$ cat config.mk
export PLATFORM = sky130hd
export DESIGN_NAME = rotor_cipher_machine
export DESIGN_NICKNAME = d
export VERILOG_FILES = /design/src/rcm_pkg.sv /design/src/rcm_map_mem.sv /design/src/rcm_notch_mem.sv /design/src/rotor_cipher_machine.sv
export VERILOG_INCLUDE_DIRS = /design/src /design/src/src
export SDC_FILE = /design/constraint.sdc
export NUM_CORES = 2
export LEC_CHECK = 0
export ABC_AREA = 1
export BUFFER_PORTS_ARGS = -buffer_cell sky130_fd_sc_hd__buf_2
export CAP_MARGIN = 5
export CORE_MARGIN = 1
export CORE_UTILIZATION = 56
export CTS_BUF_LIST = sky130_fd_sc_hd__clkbuf_2
export DETAILED_ROUTE_END_ITERATION = 10
export PLACE_DENSITY_LB_ADDON = 0.08
export SYNTH_ARGS = -nofsm -noshare
export SYNTH_HDL_FRONTEND = slang
export SYNTH_SLANG_ARGS = --single-unit
$ cat constraint.sdc
create_clock -name aclk -period 5.6 [get_ports aclk]
set_input_delay 0.28 -clock aclk [delete_from_list [all_inputs] [get_ports aclk]]
set_output_delay 0.28 -clock aclk [all_outputs]
set_load 0.01 [all_outputs]
$ cat src/rotor_cipher_machine_defines.svh
// Assertion macros shared by the rotor cipher machine RTL.
// Simulation builds get the checks; synthesis builds see empty bodies.
`ifndef ROTOR_CIPHER_MACHINE_DEFINES_SVH
`define ROTOR_CIPHER_MACHINE_DEFINES_SVH

`ifndef SYNTHESIS

`define RCM_ASSERT_IMP(name, clk, rst_n, ante, cons) \
    name: assert property (@(posedge clk) disable iff (!rst_n) (ante) |-> (cons)) \
        else $error("rotor cipher machine: same-cycle check failed");

`define RCM_ASSERT_NXT(name, clk, rst_n, ante, cons) \
    name: assert property (@(posedge clk) disable iff (!rst_n) (ante) |=> (cons)) \
        else $error("rotor cipher machine: next-cycle check failed");

`else

`define RCM_ASSERT_IMP(name, clk, rst_n, ante, cons)

`define RCM_ASSERT_NXT(name, clk, rst_n, ante, cons)

`endif

`endif

$ cat src/rcm_pkg.sv
// Shared types and constants for the rotor cipher machine.
// No dependencies; used by the top level and the mapping table memory.
package rcm_pkg;

    localparam int ACTION_W = 2;
    localparam int LETTER_W = 8;
    localparam int SEL_W    = 4;
    localparam int IDX_W    = 5;
    localparam int CFG_W    = 3;

    localparam logic [LETTER_W-1:0] ASCII_A = 8'd65;
    localparam logic [LETTER_W-1:0] ASCII_Z = 8'd90;

    typedef enum logic [ACTION_W-1:0] {
        ACT_ENCODE = 2'd0,
        ACT_WRITE  = 2'd1,
        ACT_SETPOS = 2'd2,
        ACT_NONE   = 2'd3
    } rcm_action_t;

    typedef enum logic [7:0] {
        ST_IDLE        = 8'b0000_0001,
        ST_DECODE      = 8'b0000_0010,
        ST_NOTCH_MID   = 8'b0000_0100,
        ST_NOTCH_RIGHT = 8'b0000_1000,
        ST_STEP        = 8'b0001_0000,
        ST_ROUTE       = 8'b0010_0000,
        ST_FINISH      = 8'b0100_0000,
        ST_DONE        = 8'b1000_0000
    } rcm_state_t;

endpackage

$ cat src/rcm_map_mem.sv
// Mapping table memory: rotor wiring both ways, reflector and plugboard.
// One write port, one read port with registered read data; uses rcm_pkg.
module rcm_map_mem #(
    parameter int DEPTH  = 260,
    parameter int ADDR_W = 9
) (
    input  logic                      aclk,
    input  logic                      we,
    input  logic [ADDR_W-1:0]         waddr,
    input  logic [rcm_pkg::IDX_W-1:0] wdata,
    input  logic [ADDR_W-1:0]         raddr,
    output logic [rcm_pkg::IDX_W-1:0] rdata
);
    import rcm_pkg::*;

    logic [IDX_W-1:0] mem [DEPTH];
    logic [IDX_W-1:0] rdata_reg;

    always_ff @(posedge aclk) begin
        if (we) begin
            mem[waddr] <= wdata;
        end
        rdata_reg <= mem[raddr];
    end

    assign rdata = rdata_reg;

endmodule

$ cat src/rcm_notch_mem.sv
// Notch flag memory, one bit per rotor and letter, with per-entry valid bits
// so that every flag reads as cleared after reset. No package dependencies.
module rcm_notch_mem #(
    parameter int DEPTH  = 104,
    parameter int ADDR_W = 7
) (
    input  logic              aclk,
    input  logic              aresetn,
    input  logic              we,
    input  logic [ADDR_W-1:0] waddr,
    input  logic              wbit,
    input  logic [ADDR_W-1:0] raddr,
    output logic              rflag
);

    logic             mem [DEPTH];
    logic [DEPTH-1:0] valid_reg;
    logic             rflag_reg;

    always_ff @(posedge aclk) begin
        if (we) begin
            mem[waddr] <= wbit;
        end
        rflag_reg <= mem[raddr] & valid_reg[raddr];
    end

    always_ff @(posedge aclk) begin
        if (!aresetn) begin
            valid_reg <= '0;
        end else if (we) begin
            valid_reg[waddr] <= 1'b1;
        end
    end

    assign rflag = rflag_reg;

endmodule

$ cat src/rotor_cipher_machine.sv
// Rotor cipher machine top level: handshakes, sequencer and rotor positions.
// Depends on rcm_pkg, rcm_map_mem, rcm_notch_mem and the assertion macros.
//
//  channel | ports                                   | direction
//  --------+-----------------------------------------+----------
//  input   | s_valid/s_ready, s_action .. s_entry_*  | in
//  result  | m_valid/m_ready, m_cipher_letter .. pos | out
//  config  | cfg_valid/cfg_ready, cfg_wdata          | in
//
// A table write, position set or bad letter goes from decode straight to the final
// state, which loads the result register; a good letter first passes decode and the
// notch lookups, then 2*n+3 dependent mapping-memory reads (n active rotors), one per
// cycle on the single read port, then a finish state. The sequencer then returns to
// idle to take the next word. Reset clears positions, notch flags and plugboard.
// A word waiting on m_ready stalls only the sequencer's final state.
`include "rotor_cipher_machine_defines.svh"
module rotor_cipher_machine #(
    parameter int MAX_ROTORS = 4,
    parameter int ALPHABET   = 26
) (
    input  logic                         aclk,
    input  logic                         aresetn,
    input  logic                         s_valid,
    output logic                         s_ready,
    input  logic [rcm_pkg::ACTION_W-1:0] s_action,
    input  logic [rcm_pkg::LETTER_W-1:0] s_letter,
    input  logic [rcm_pkg::SEL_W-1:0]    s_table_select,
    input  logic [rcm_pkg::IDX_W-1:0]    s_entry_position,
    input  logic [rcm_pkg::IDX_W-1:0]    s_entry_value,
    output logic                         m_valid,
    input  logic                         m_ready,
    output logic [rcm_pkg::LETTER_W-1:0] m_cipher_letter,
    output logic                         m_bad_letter,
    output logic [rcm_pkg::IDX_W-1:0]    m_right_position,
    output logic [rcm_pkg::IDX_W-1:0]    m_middle_position,
    output logic [rcm_pkg::IDX_W-1:0]    m_left_position,
    input  logic                         cfg_valid,
    output logic                         cfg_ready,
    input  logic [rcm_pkg::CFG_W-1:0]    cfg_wdata
);
    import rcm_pkg::*;

    localparam int ROT_W       = $clog2(MAX_ROTORS);
    localparam int RN_W        = $clog2(MAX_ROTORS + 1);
    localparam int STG_W       = $clog2(2 * MAX_ROTORS + 3);
    localparam int PV_W        = $clog2(ALPHABET);
    localparam int MAP_DEPTH   = (2 * MAX_ROTORS + 2) * ALPHABET;
    localparam int MAP_AW      = $clog2(MAP_DEPTH);
    localparam int NOTCH_DEPTH = MAX_ROTORS * ALPHABET;
    localparam int NOTCH_AW    = $clog2(NOTCH_DEPTH);
    localparam int REFL_TBL    = 2 * MAX_ROTORS;
    localparam int PLUG_TBL    = 2 * MAX_ROTORS + 1;
    localparam int NOTCH_SEL   = 2 * MAX_ROTORS + 2;
    localparam logic [IDX_W-1:0] IDX_LAST = IDX_W'(ALPHABET - 1);

    function automatic logic [IDX_W-1:0] add_mod(input logic [IDX_W-1:0] a,
                                                 input logic [IDX_W-1:0] b);
        logic [IDX_W:0] s;
        s = {1'b0, a} + {1'b0, b};
        if (int'(s) >= ALPHABET) begin
            s = s - (IDX_W + 1)'(ALPHABET);
        end
        return s[IDX_W-1:0];
    endfunction

    function automatic logic [IDX_W-1:0] sub_mod(input logic [IDX_W-1:0] d,
                                                 input logic [IDX_W-1:0] off);
        logic [IDX_W:0] s;
        if (d >= off) begin
            s = {1'b0, d} - {1'b0, off};
        end else begin
            s = {1'b0, d} + (IDX_W + 1)'(ALPHABET) - {1'b0, off};
        end
        return s[IDX_W-1:0];
    endfunction

    function automatic logic [IDX_W-1:0] inc_pos(input logic [IDX_W-1:0] p);
        return (p == IDX_LAST) ? '0 : p + 1'b1;
    endfunction

    function automatic logic [MAP_AW-1:0] map_addr(input int tbl,
                                                   input logic [IDX_W-1:0] y);
        return MAP_AW'(tbl * ALPHABET + int'(y));
    endfunction

    // Latched input word and configuration.
    rcm_state_t        state_reg, state_next;
    rcm_action_t       act_reg;
    logic [LETTER_W-1:0] letter_reg;
    logic [SEL_W-1:0]  sel_reg;
    logic [IDX_W-1:0]  epos_reg;
    logic [IDX_W-1:0]  eval_reg;
    logic [CFG_W-1:0]  rotors_reg;

    logic [IDX_W-1:0]  pos_reg [MAX_ROTORS];
    logic [ALPHABET-1:0] plug_valid_reg;
    logic              notch_mid_reg;
    logic [STG_W-1:0]  stage_reg;
    logic [IDX_W-1:0]  prev_off_reg;
    logic [IDX_W-1:0]  prev_y_reg;
    logic              prev_ident_reg;
    logic [LETTER_W-1:0] res_cipher_reg;
    logic              res_bad_reg;

    logic              m_valid_reg;
    logic [LETTER_W-1:0] m_cipher_letter_reg;
    logic              m_bad_letter_reg;
    logic [IDX_W-1:0]  m_right_position_reg;
    logic [IDX_W-1:0]  m_middle_position_reg;
    logic [IDX_W-1:0]  m_left_position_reg;

    logic [RN_W-1:0]   n_act;
    logic [STG_W-1:0]  last_stage;
    logic              letter_bad;
    logic [IDX_W-1:0]  letter_idx;
    logic              setpos_ok;

    int                tbl_cur;
    logic [ROT_W-1:0]  rot_cur;
    logic              use_off;
    logic [IDX_W-1:0]  off_cur;
    logic [IDX_W-1:0]  post_x;
    logic [IDX_W-1:0]  issue_x;
    logic [IDX_W-1:0]  issue_y;
    logic              is_plug;

    logic              map_we;
    logic [MAP_AW-1:0] map_waddr;
    logic [MAP_AW-1:0] map_raddr;
    logic [IDX_W-1:0]  map_rdata;
    logic              notch_we;
    logic [NOTCH_AW-1:0] notch_waddr;
    logic [NOTCH_AW-1:0] notch_raddr;
    logic              notch_rflag;
    logic              plug_set;
    logic              out_free;

    assign cfg_ready = 1'b1;
    assign s_ready   = (state_reg == ST_IDLE);
    assign out_free  = !m_valid_reg || m_ready;

    always_comb begin
        if (int'(rotors_reg) < 3) begin
            n_act = RN_W'(3);
        end else if (int'(rotors_reg) > MAX_ROTORS) begin
            n_act = RN_W'(MAX_ROTORS);
        end else begin
            n_act = RN_W'(rotors_reg);
        end
    end

    assign last_stage = STG_W'(2 * int'(n_act) + 2);
    assign letter_bad = (letter_reg < ASCII_A) || (letter_reg > ASCII_Z)
                        || (int'(letter_reg - ASCII_A) >= ALPHABET);
    assign letter_idx = IDX_W'(letter_reg - ASCII_A);
    assign setpos_ok  = (int'(sel_reg) < int'(n_act)) && (int'(eval_reg) < ALPHABET);

    // Lookup chain: plugboard, rotors forward, reflector, rotors back, plugboard.
    always_comb begin
        int k;
        int nn;
        k = int'(stage_reg);
        nn = int'(n_act);
        rot_cur = '0;
        use_off = 1'b0;
        if (k == 0 || k == 2 * nn + 2) begin
            tbl_cur = PLUG_TBL;
        end else if (k <= nn) begin
            tbl_cur = k - 1;
            rot_cur = ROT_W'(k - 1);
            use_off = 1'b1;
        end else if (k == nn + 1) begin
            tbl_cur = REFL_TBL;
        end else begin
            tbl_cur = MAX_ROTORS + 2 * nn + 1 - k;
            rot_cur = ROT_W'(2 * nn + 1 - k);
            use_off = 1'b1;
        end
    end

    assign off_cur = use_off ? pos_reg[rot_cur] : '0;
    // An unwritten plugboard entry maps a letter to itself.
    assign post_x  = prev_ident_reg ? prev_y_reg : sub_mod(map_rdata, prev_off_reg);
    assign issue_x = (state_reg == ST_STEP) ? letter_idx : post_x;
    assign issue_y = add_mod(issue_x, off_cur);
    assign is_plug = (tbl_cur == PLUG_TBL);

    always_comb begin
        case (state_reg)
            ST_DECODE:         map_raddr = map_addr(1, pos_reg[1]);
            ST_NOTCH_MID:      map_raddr = map_addr(0, pos_reg[0]);
            ST_STEP, ST_ROUTE: map_raddr = map_addr(tbl_cur, issue_y);
            default:           map_raddr = '0;
        endcase
    end

    always_comb begin
        case (state_reg)
            ST_NOTCH_MID:   notch_raddr = NOTCH_AW'(ALPHABET + int'(map_rdata));
            ST_NOTCH_RIGHT: notch_raddr = NOTCH_AW'(int'(map_rdata));
            default:        notch_raddr = '0;
        endcase
    end

    // Table writes are decoded once the word has been latched.
    always_comb begin
        int  sel_i;
        logic pos_ok;
        logic val_ok;
        sel_i    = int'(sel_reg);
        pos_ok   = int'(epos_reg) < ALPHABET;
        val_ok   = int'(eval_reg) < ALPHABET;
        map_we   = 1'b0;
        notch_we = 1'b0;
        plug_set = 1'b0;
        if (state_reg == ST_DECODE && act_reg == ACT_WRITE && pos_ok) begin
            if (sel_i <= PLUG_TBL) begin
                map_we   = val_ok;
                plug_set = val_ok && (sel_i == PLUG_TBL);
            end else if (sel_i < NOTCH_SEL + MAX_ROTORS) begin
                notch_we = 1'b1;
            end
        end
        map_waddr   = map_addr(sel_i, epos_reg);
        notch_waddr = NOTCH_AW'((sel_i - NOTCH_SEL) * ALPHABET + int'(epos_reg));
    end

    rcm_map_mem #(
        .DEPTH  (MAP_DEPTH),
        .ADDR_W (MAP_AW)
    ) u_map_mem (
        .aclk  (aclk),
        .we    (map_we),
        .waddr (map_waddr),
        .wdata (eval_reg),
        .raddr (map_raddr),
        .rdata (map_rdata)
    );

    rcm_notch_mem #(
        .DEPTH  (NOTCH_DEPTH),
        .ADDR_W (NOTCH_AW)
    ) u_notch_mem (
        .aclk    (aclk),
        .aresetn (aresetn),
        .we      (notch_we),
        .waddr   (notch_waddr),
        .wbit    (eval_reg[0]),
        .raddr   (notch_raddr),
        .rflag   (notch_rflag)
    );

    always_comb begin
        state_next = state_reg;
        case (state_reg)
            ST_IDLE: begin
                if (s_valid) begin
                    state_next = ST_DECODE;
                end
            end
            ST_DECODE: begin
                if (act_reg == ACT_ENCODE && !letter_bad) begin
                    state_next = ST_NOTCH_MID;
                end else begin
                    state_next = ST_DONE;
                end
            end
            ST_NOTCH_MID:   state_next = ST_NOTCH_RIGHT;
            ST_NOTCH_RIGHT: state_next = ST_STEP;
            ST_STEP:        state_next = ST_ROUTE;
            ST_ROUTE: begin
                if (stage_reg == last_stage) begin
                    state_next = ST_FINISH;
                end
            end
            ST_FINISH:      state_next = ST_DONE;
            ST_DONE: begin
                if (out_free) begin
                    state_next = ST_IDLE;
                end
            end
            default:        state_next = ST_IDLE;
        endcase
    end

    always_ff @(posedge aclk) begin
        if (!aresetn) begin
            state_reg      <= ST_IDLE;
            rotors_reg     <= CFG_W'(3);
            plug_valid_reg <= '0;
            m_valid_reg    <= 1'b0;
            for (int r = 0; r < MAX_ROTORS; r++) begin
                pos_reg[r] <= '0;
            end
        end else begin
            state_reg <= state_next;
            if (cfg_valid) begin
                rotors_reg <= cfg_wdata;
            end
            // The final state reloads the result register itself.
            if (m_valid_reg && m_ready && state_reg != ST_DONE) begin
                m_valid_reg <= 1'b0;
            end
            case (state_reg)
                ST_IDLE: begin
                    if (s_valid) begin
                        act_reg    <= rcm_action_t'(s_action);
                        letter_reg <= s_letter;
                        sel_reg    <= s_table_select;
                        epos_reg   <= s_entry_position;
                        eval_reg   <= s_entry_value;
                    end
                end
                ST_DECODE: begin
                    res_cipher_reg <= '0;
                    res_bad_reg    <= (act_reg == ACT_ENCODE) && letter_bad;
                    stage_reg      <= '0;
                    if (act_reg == ACT_SETPOS && setpos_ok) begin
                        pos_reg[sel_reg[ROT_W-1:0]] <= eval_reg;
                    end
                    if (plug_set) begin
                        plug_valid_reg[epos_reg[PV_W-1:0]] <= 1'b1;
                    end
                end
                ST_NOTCH_RIGHT: begin
                    notch_mid_reg <= notch_rflag;
                end
                ST_STEP: begin
                    // The middle rotor at its notch double-steps itself and the left one.
                    if (notch_mid_reg) begin
                        pos_reg[1] <= inc_pos(pos_reg[1]);
                        pos_reg[2] <= inc_pos(pos_reg[2]);
                    end else if (notch_rflag) begin
                        pos_reg[1] <= inc_pos(pos_reg[1]);
                    end
                    pos_reg[0]     <= inc_pos(pos_reg[0]);
                    stage_reg      <= STG_W'(1);
                    prev_off_reg   <= off_cur;
                    prev_y_reg     <= issue_y;
                    prev_ident_reg <= is_plug && !plug_valid_reg[issue_y[PV_W-1:0]];
                end
                ST_ROUTE: begin
                    stage_reg      <= stage_reg + 1'b1;
                    prev_off_reg   <= off_cur;
                    prev_y_reg     <= issue_y;
                    prev_ident_reg <= is_plug && !plug_valid_reg[issue_y[PV_W-1:0]];
                end
                ST_FINISH: begin
                    res_cipher_reg <= LETTER_W'(post_x) + ASCII_A;
                end
                ST_DONE: begin
                    if (out_free) begin
                        m_valid_reg           <= 1'b1;
                        m_cipher_letter_reg   <= res_cipher_reg;
                        m_bad_letter_reg      <= res_bad_reg;
                        m_right_position_reg  <= pos_reg[0];
                        m_middle_position_reg <= pos_reg[1];
                        m_left_position_reg   <= pos_reg[2];
                    end
                end
                default: begin
                end
            endcase
        end
    end

    assign m_valid           = m_valid_reg;
    assign m_cipher_letter   = m_cipher_letter_reg;
    assign m_bad_letter      = m_bad_letter_reg;
    assign m_right_position  = m_right_position_reg;
    assign m_middle_position = m_middle_position_reg;
    assign m_left_position   = m_left_position_reg;

    `RCM_ASSERT_IMP(a_bad_word_no_letter, aclk, aresetn, m_valid_reg && m_bad_letter_reg, m_cipher_letter_reg == '0)
    `RCM_ASSERT_IMP(a_stage_bound, aclk, aresetn, state_reg == ST_ROUTE, (stage_reg != '0) && (stage_reg <= last_stage))
    `RCM_ASSERT_NXT(a_right_steps, aclk, aresetn, state_reg == ST_STEP, pos_reg[0] == inc_pos($past(pos_reg[0])))
    `RCM_ASSERT_IMP(a_positions_in_range, aclk, aresetn, m_valid_reg, (int'(m_right_position_reg) < ALPHABET) && (int'(m_middle_position_reg) < ALPHABET) && (int'(m_left_position_reg) < ALPHABET))

endmodule
# Yosys cells after proc, flatten, opt, wreduce, memory -nomap -nowiden
# Memories as Yosys holds them, arrays and structs flattened. A register that Yosys moved wholly into a read port is not among the register bits.
# Index checks and enable logic that the tools add are counted.
dict set report totals {
  latch_bits 0
  ram_bits 1424
  regBits 216
  elab_cells 211
  romBits 0
  output_inout_bits 27
  inputBits 32
  memories 3
}
dict set report classes {
  n_shift 0
  n_div 0
  eq_ne 22
  order_cmp 19
  n_mul 3
  add_sub_neg 26
  reduce_logical 34
  bitwise 7
  muxes 74
}
# name depth width rd rd_ports_with_merged_regs wr line
set memory_table {}
lappend memory_table {u_map_mem.mem 260 5 1 1 1 rcm_map_mem.sv:16} ;# logic [IDX_W-1:0] mem [DEPTH];
lappend memory_table {u_notch_mem.mem 104 1 1 0 1 rcm_notch_mem.sv:16} ;# logic mem [DEPTH];
lappend memory_table {pos_reg 4 5 4 0 4 rotor_cipher_machine.sv:95} ;# logic [IDX_W-1:0] pos_reg [MAX_ROTORS];
# op count
set op_table {}
lappend op_table {{$or A104 B104 Y104} 1}
lappend op_table {{$mux W32} 3}
lappend op_table {{$mux W5} 13}
lappend op_table {{$pmux W8 S8} 1}
lappend op_table {{$mux W1} 39}
lappend op_table {{$eq A32 B5 Y1 const B} 1}
lappend op_table {{$mul A32 B5 Y8 const B} 1}
lappend op_table {{$mux W8} 4}
lappend op_table {{$pmux W9 S3} 1}
lappend op_table {{$or A26 B26 Y26} 1}
lappend op_table {{$pmux W8 S2} 1}
lappend op_table {{$add A5 B1 Y5 const B} 3}
lappend op_table {{$eq A5 B5 Y1 const B} 3}
lappend op_table {{$add A5 B5 Y6 const A} 2}
lappend op_table {{$logic_and A1 B1 Y1} 12}
lappend op_table {{$lt A5 B6 Y1 const B} 2}
lappend op_table {{$pmux W4 S3} 1}
lappend op_table {{$pmux W6 S2} 1}
lappend op_table {{$reduce_and A2 Y1} 6}
lappend op_table {{$lt A5 B5 Y1 const B} 2}
lappend op_table {{$sub A5 B5 Y5} 2}
lappend op_table {{$add A9 B5 Y9} 1}
lappend op_table {{$add A9 B6 Y9} 1}
lappend op_table {{$ge A9 B6 Y1 const B} 1}
lappend op_table {{other kinds (65)} 82}

# Logic depth before layout (Yosys ltp)
# An unclocked memory read counts as a cell.
dict set report logic_depth {
  depth_word 17
  depth_mapped 44
  mapped_depth_nobuf 44
}

# Cells and area by module
# Synthesis repeated with hierarchy kept, for this count alone.
dict set report unflattened {
  hier_cells 6655
  hier_area_um2 70815.4
}
# module area_each_um2 instances cells_each seq_area_each_um2
set by_module_without_submodules {}
lappend by_module_without_submodules {rcm_map_mem 53366.2 1 4575 39137.5}
lappend by_module_without_submodules {rcm_notch_mem 8849.7 1 1090 5225.0}
lappend by_module_without_submodules {rotor_cipher_machine 8599.5 1 990 3453.3}

# Worst setup path before layout
# No wires, ideal clock.
dict set report synth_path {
  path_kind {reg-to-reg}
  start {reg rotors_reg[2]}
  end {reg u_map_mem.rdata_reg[0] (netlist: u_map_mem.rdata[0]), read port of u_map_mem.mem}
  required_ns 5.487
  arrival_ns 5.760
  setup_slack_ns -0.273
  setup_time_ns 0.113
  path_stages_with_launch 35
  period_less_slack_ns 5.873
  n_path_buf 2
  path_cell_list {dfxtp_1 -> clkbuf_1 -> ha_1 -> a21oi_1 -> o21ai_0 -> nand2_1 -> nor2_1 -> a211oi_2 -> clkinv_1 -> o21ai_0 -> a21oi_1 -> nor3_1 -> inv_1 -> fa_1 -> xnor2_1 -> o21ai_0 -> o21ai_1 -> inv_1 -> or2_1 -> xor2_1 -> inv_1 -> ha_1 -> nand3_1 -> and2_1 -> o21ai_0 -> a21oi_1 -> nor2_1 -> clkbuf_1 -> nand3_1 -> nand3_1 -> nand3_1 -> nand3_1 -> nand2_1 -> nand2_1 -> nand2_1}
}
dict set report synth_between {
  elab_chain_cells 15
  word_cells_on_any_way 33
  classes_between {10 x add/sub; 1 x mul; 4 x order compare; 2 x eq/ne; 14 x mux; 1 x reduce/logical; 1 x memory}
}
# item line
set synth_lines {}
lappend synth_lines {{start: declaration} rotor_cipher_machine.sv:93} ;# logic [CFG_W-1:0] rotors_reg;
lappend synth_lines {{start signal: assignment} rotor_cipher_machine.sv:298} ;# rotors_reg <= cfg_wdata;
lappend synth_lines {{$gt A3 B3 Y1} rotor_cipher_machine.sv:145} ;# end else if (int'(rotors_reg) > MAX_ROTORS) begin
lappend synth_lines {{$mux W3} rotor_cipher_machine.sv:145}
lappend synth_lines {{$mux W3 *} rotor_cipher_machine.sv:143} ;# if (int'(rotors_reg) < 3) begin
lappend synth_lines {{$add A2 B1 Y2 or $add A3 B1 Y4 (tied branches)} {rotor_cipher_machine.sv:176, rotor_cipher_machine.sv:172}}
lappend synth_lines {{$sub A2 B2 Y2 or $eq A4 B4 Y1 (tied branches)} {rotor_cipher_machine.sv:176, rotor_cipher_machine.sv:172}}
lappend synth_lines {{$mux W2} rotor_cipher_machine.sv:172} ;# end else if (k == nn + 1) begin
lappend synth_lines {{$mux W2} rotor_cipher_machine.sv:168} ;# end else if (k <= nn) begin
lappend synth_lines {{$mux W2} rotor_cipher_machine.sv:166} ;# if (k == 0 || k == 2 * nn + 2) begin
lappend synth_lines {{$mem_v2 Z4 W5} n/a}
lappend synth_lines {{$mux W5 *} rotor_cipher_machine.sv:181} ;# assign off_cur = use_off ? pos_reg[rot_cur] : '0;
lappend synth_lines {{via off_cur[1]} rotor_cipher_machine.sv:121} ;# logic [IDX_W-1:0] off_cur;
lappend synth_lines {{$add A5 B5 Y6 *} rotor_cipher_machine.sv:59} ;# s = {1'b0, a} + {1'b0, b};
lappend synth_lines {{$sub A5 B5 Y5 or $ge A6 B5 Y1 (tied branches)} {rotor_cipher_machine.sv:61, rotor_cipher_machine.sv:60}}
lappend synth_lines {{$mux W5 *} rotor_cipher_machine.sv:60} ;# if (int'(s) >= ALPHABET) begin
lappend synth_lines {{via issue_y[3]} rotor_cipher_machine.sv:124} ;# logic [IDX_W-1:0] issue_y;
lappend synth_lines {{$add A9 B6 Y9 *} rotor_cipher_machine.sv:83} ;# return MAP_AW'(tbl * ALPHABET + int'(y));
lappend synth_lines {{$pmux W9 S3 *} rotor_cipher_machine.sv:189} ;# case (state_reg)
lappend synth_lines {{end: declaration} rcm_map_mem.sv:17} ;# logic [IDX_W-1:0] rdata_reg;
# Mark *: on every way through the listed nets, which the timed path passes. The rest lies on a longest branch.
# A chain may end at the register's enable or synchronous reset.

# Worst setup path in the final report
dict set report layout_path {
  start {reg stage_reg[1]}
  end {reg u_map_mem.rdata_reg[3] (netlist: u_map_mem.rdata[3]), read port of u_map_mem.mem}
}
dict set report layout_between {
  elab_chain_cells 11
  word_cells_on_any_way 26
  classes_between {6 x add/sub; 1 x mul; 2 x order compare; 2 x eq/ne; 12 x mux; 2 x reduce/logical; 1 x memory}
}
# item line
set layout_lines {}
lappend layout_lines {{start: declaration} rotor_cipher_machine.sv:98} ;# logic [STG_W-1:0] stage_reg;
lappend layout_lines {{start signal: assignment} rotor_cipher_machine.sv:343} ;# stage_reg <= stage_reg + 1'b1;
lappend layout_lines {{$sub A2 B2 Y2 or $eq A4 B4 Y1 (tied branches)} {rotor_cipher_machine.sv:176, rotor_cipher_machine.sv:172}}
lappend layout_lines {{$mux W2} rotor_cipher_machine.sv:172}
lappend layout_lines {{$mux W2} rotor_cipher_machine.sv:168}
lappend layout_lines {{$mux W2} rotor_cipher_machine.sv:166}
lappend layout_lines {{$mem_v2 Z4 W5} n/a}
lappend layout_lines {{$mux W5 *} rotor_cipher_machine.sv:181}
lappend layout_lines {{via off_cur[4]} rotor_cipher_machine.sv:121}
lappend layout_lines {{$add A5 B5 Y6 *} rotor_cipher_machine.sv:59}
lappend layout_lines {{$ge A6 B5 Y1 *} rotor_cipher_machine.sv:60}
lappend layout_lines {{$mux W5 *} rotor_cipher_machine.sv:60}
lappend layout_lines {{via issue_y[1]} rotor_cipher_machine.sv:124}
lappend layout_lines {{$add A9 B6 Y9 *} rotor_cipher_machine.sv:83}
lappend layout_lines {{$pmux W9 S3 *} rotor_cipher_machine.sv:189}
# Marks and branches as above.

==> impl_results.md <==
* Kind of start point of the critical path: flip-flop
* Largest family of logic cells by synthesized area: simple AND/OR/NAND/NOR gates
* Final design utilization at 64.4%
* Final #Nets at 7541
* Final Skew at 150 ps
* Leakage at 0.0330 uW
* Clk_lat worst skew at 1820 ps
* Reg clk slew, reported paths at 140 ps
* Hold Fails Final Rpt at 0
* Non-Filler Instances at 9328
* Max-slew violation count at 0
* First-pass GRT wire length at 302 mm
* Crit Path Category: flip-flop to flip-flop
* Clk root buf: clkbuf_2
* Synth Area in Compound Gates at 3.62%
* RSZ-0062 raised after global routing: yes
* Mux share of post-synthesis cell area at 0%
* Die height at 358 um
* Setup crit end kind: flip-flop
* Synth area leaders: edfxtp_1 62%, nand3_1 8.7%, nand2_1 7.1%
* Total number of H-tree levels at 5
* Slew at the pin with the worst max-slew slack at 1270 ps
* Pwr dens at 295 nW/um^2
* Post-Synth XOR/XNOR Area at 0.567%
* GPL Wtd Cong at 0.938
* Initial DRC Count at 5497
* Num CTS Buffers at 401
* Yosys reg bits at 1561
* Chip width at 358 um
* Failing checks: negative setup slack
* DRT Pass-1 Iters at 8
* Post-synthesis adder-cell area fraction at 2.03%
* Tot Pwr at 23900 uW
* Antenna Nets Post-Route at 0
* Grt ovf at 0
* Mapped Avg Cell Area at 10.3 sq um
* Sequential fraction of the synthesis area at 64.5%
* Largest net degree at the start of global routing at 171
* Final WL at 203 mm
* Max_cap viols at 0
* Share of flip-flops with an asynchronous set or reset at 0%
* Crit-path max FO at 8
* Post-synth top area cell: edfxtp_1
* Clk sink count at 1561
* Core box area at 126000 sq um
* Post-DP HPWL at 120 mm
* Post-synth cell types at 57
* Slowest stage delay, CP at 440 ps
* Vias in the first global route at 50751
* DRC errors left at 0
* Worst Path Arrival at 7500 ps
* Tot GR Track Use at 31.5%
* Syn_nets at 7009
* Number of flops mapped to enable cells by yosys at 1455
* Most used DFF post-synth: edfxtp_1
* Wire per inst at 21.7 um
* Clock period minus worst slack at 5780 ps
* Starting density of the core at 56.5%
* Most frequent CP cell: buf_4
* Cell Area, Synth at 71000 sq um
* Vias at 51986
* CTS tree: yes
* Slowest-stage cell, CP: edfxtp_1
* Req. time, crit path at 7320 ps
* Top-count cell post-synth: edfxtp_1
* Synth top area share at 61.5%
* Area grow syn2layout at 14.1%
* Max Fclk at 173 MHz
* Setup-failing EPs final at 5
* Status: finished, violations left
* Peak supply drop at 233 uV
* Largest register FFs at 1300
* Gate Count Post-Synth at 6870
* I/O pins at 59
* Yosys warnings at 0
* Setup WS post-layout at -184 ps
* Filler Cell Count at 10168
* Site row count at 130
* Max-Slew Margin vs Limit at 15.2%
* Initial antenna violation count at 4
* DIE AREA at 128000 sq um
* Hold Crit Class: input pin to flip-flop
* Post-synth top cells: 1455 x edfxtp_1, 1336 x nand2_1, 1234 x nand3_1, 1084 x inv_1, 426 x nor2_1
* IO Port Bufs at 54
* Dpl cells at 8493
* Share of cells above drive strength 1 at 16.7%
* Via density at 5.57
* Simple-Gate Fraction of Synth Area at 20.7%
* Max Buffers Root-to-Sink at 4
* Final period utilization at 103%
-- cells by family after synthesis --
| kind of cell | Yosys count |
|---|---|
| simple gates | 3268 |
| flops | 1561 |
| buf+inv | 1468 |
| compound gates | 418 |
| fa+ha+maj | 107 |
| xor+xnor | 46 |
| other cells | 2 |
-- critical path, delay by kind of cell, from the launching register on --
family          cells  cell delay, ps
simple gates       15            1160
fa+ha+maj           4            1130
compound gates      7            1150
buf+inv            15            1910
flops               1             440
-- cells in the final DEF, fill, tap and decap left out, drive strengths merged, types with 6 or more instances in the layout --
cell | synthesis | layout
nand3 | 1235 | 1235
a31oi | 8 | 8
inv | 1099 | 1102
nand3b | 181 | 181
nor2 | 431 | 431
nand4 | 8 | 8
edfxtp | 1455 | 1455
nor3 | 45 | 45
fa | 14 | 14
ha | 93 | 93
o21a | 67 | 67
o211ai | 74 | 74
o21ai | 86 | 86
nor4 | 7 | 7
xnor2 | 24 | 24
clkinv | 4 | 90
a211oi | 6 | 6
xor2 | 22 | 22
clkbuf | 111 | 589
dlygate4sd3 | 0 | 87
nand2 | 1348 | 1348
o22ai | 11 | 11
a21oi | 143 | 143
dfxtp | 106 | 106
buf | 254 | 399
o31ai | 6 | 6
-- layer usage --
layer  vias up  wire, um  GRT usage (%)
li1      24320         -              -
met4         2      7040           12.3
met2      2303     95200           50.2
met5         -        12              0
met3       434     18300           6.96
met1     24927     82400           42.2
-- power breakdown --
group          switching, uW  internal [uW]  leakage, uW
Sequential              48.8          12800       0.0140
Clock                   4560           2750      0.00260
Combinational           2400           1360       0.0165
-- area by class of cell --
type	instances	area [sq um]	share of cell area [%]
flip-flops and latches	1561	45800	56.6
multi-input cells	3841	20400	25.2
repair buffers	494	5200	6.42
inverters	1103	4190	5.18
clock buffers	584	2920	3.61
well taps	1650	2060	2.55
clock inverters	90	357	0.440
diodes	5	12.5	0.0154
-- stage by stage --
stage	setup TNS (ps)	hold slack [ps]	cell area (sq um)	worst slack, ps
2_1_floorplan	0	379	71000	6.06
6_report	-727	292	81000	-184
5_1_grt	-2320	255	81000	-483
3_5_place_dp	-2850	413	74500	-590
4_1_cts	-44.5	112	80200	-29.3
3_3_place_gp	-2510	407	74500	-520
-- final timing paths --
| kind | from | to | slack [ps] | depth (start not counted) |
|---|---|---|---|---|
| min reg2reg | res_cipher_reg[5]$_SDFFCE_PN0P_ | m_cipher_letter[5]$_DFFE_PP_ | 440 | 0 |
| max | stage_reg[1]$_DFFE_PP_ | u_map_mem.rdata[3]$_DFF_P_ | -180 | 41 |
| min | s_valid | letter_reg[1]$_DFFE_PP_ | 290 | 5 |
| max reg2reg | stage_reg[1]$_DFFE_PP_ | u_map_mem.rdata[3]$_DFF_P_ | -180 | 41 |
-- repair_timing --
item                       CTS  global route
gates resized for setup    207            99
setup buffers               29            19
setup endpoints to repair    5             5
hold buffers                87             0
hold endpoints to repair   215             0
cloned                      14             7
pin swaps                   46            21
Power figures use the tool's default switching activity.
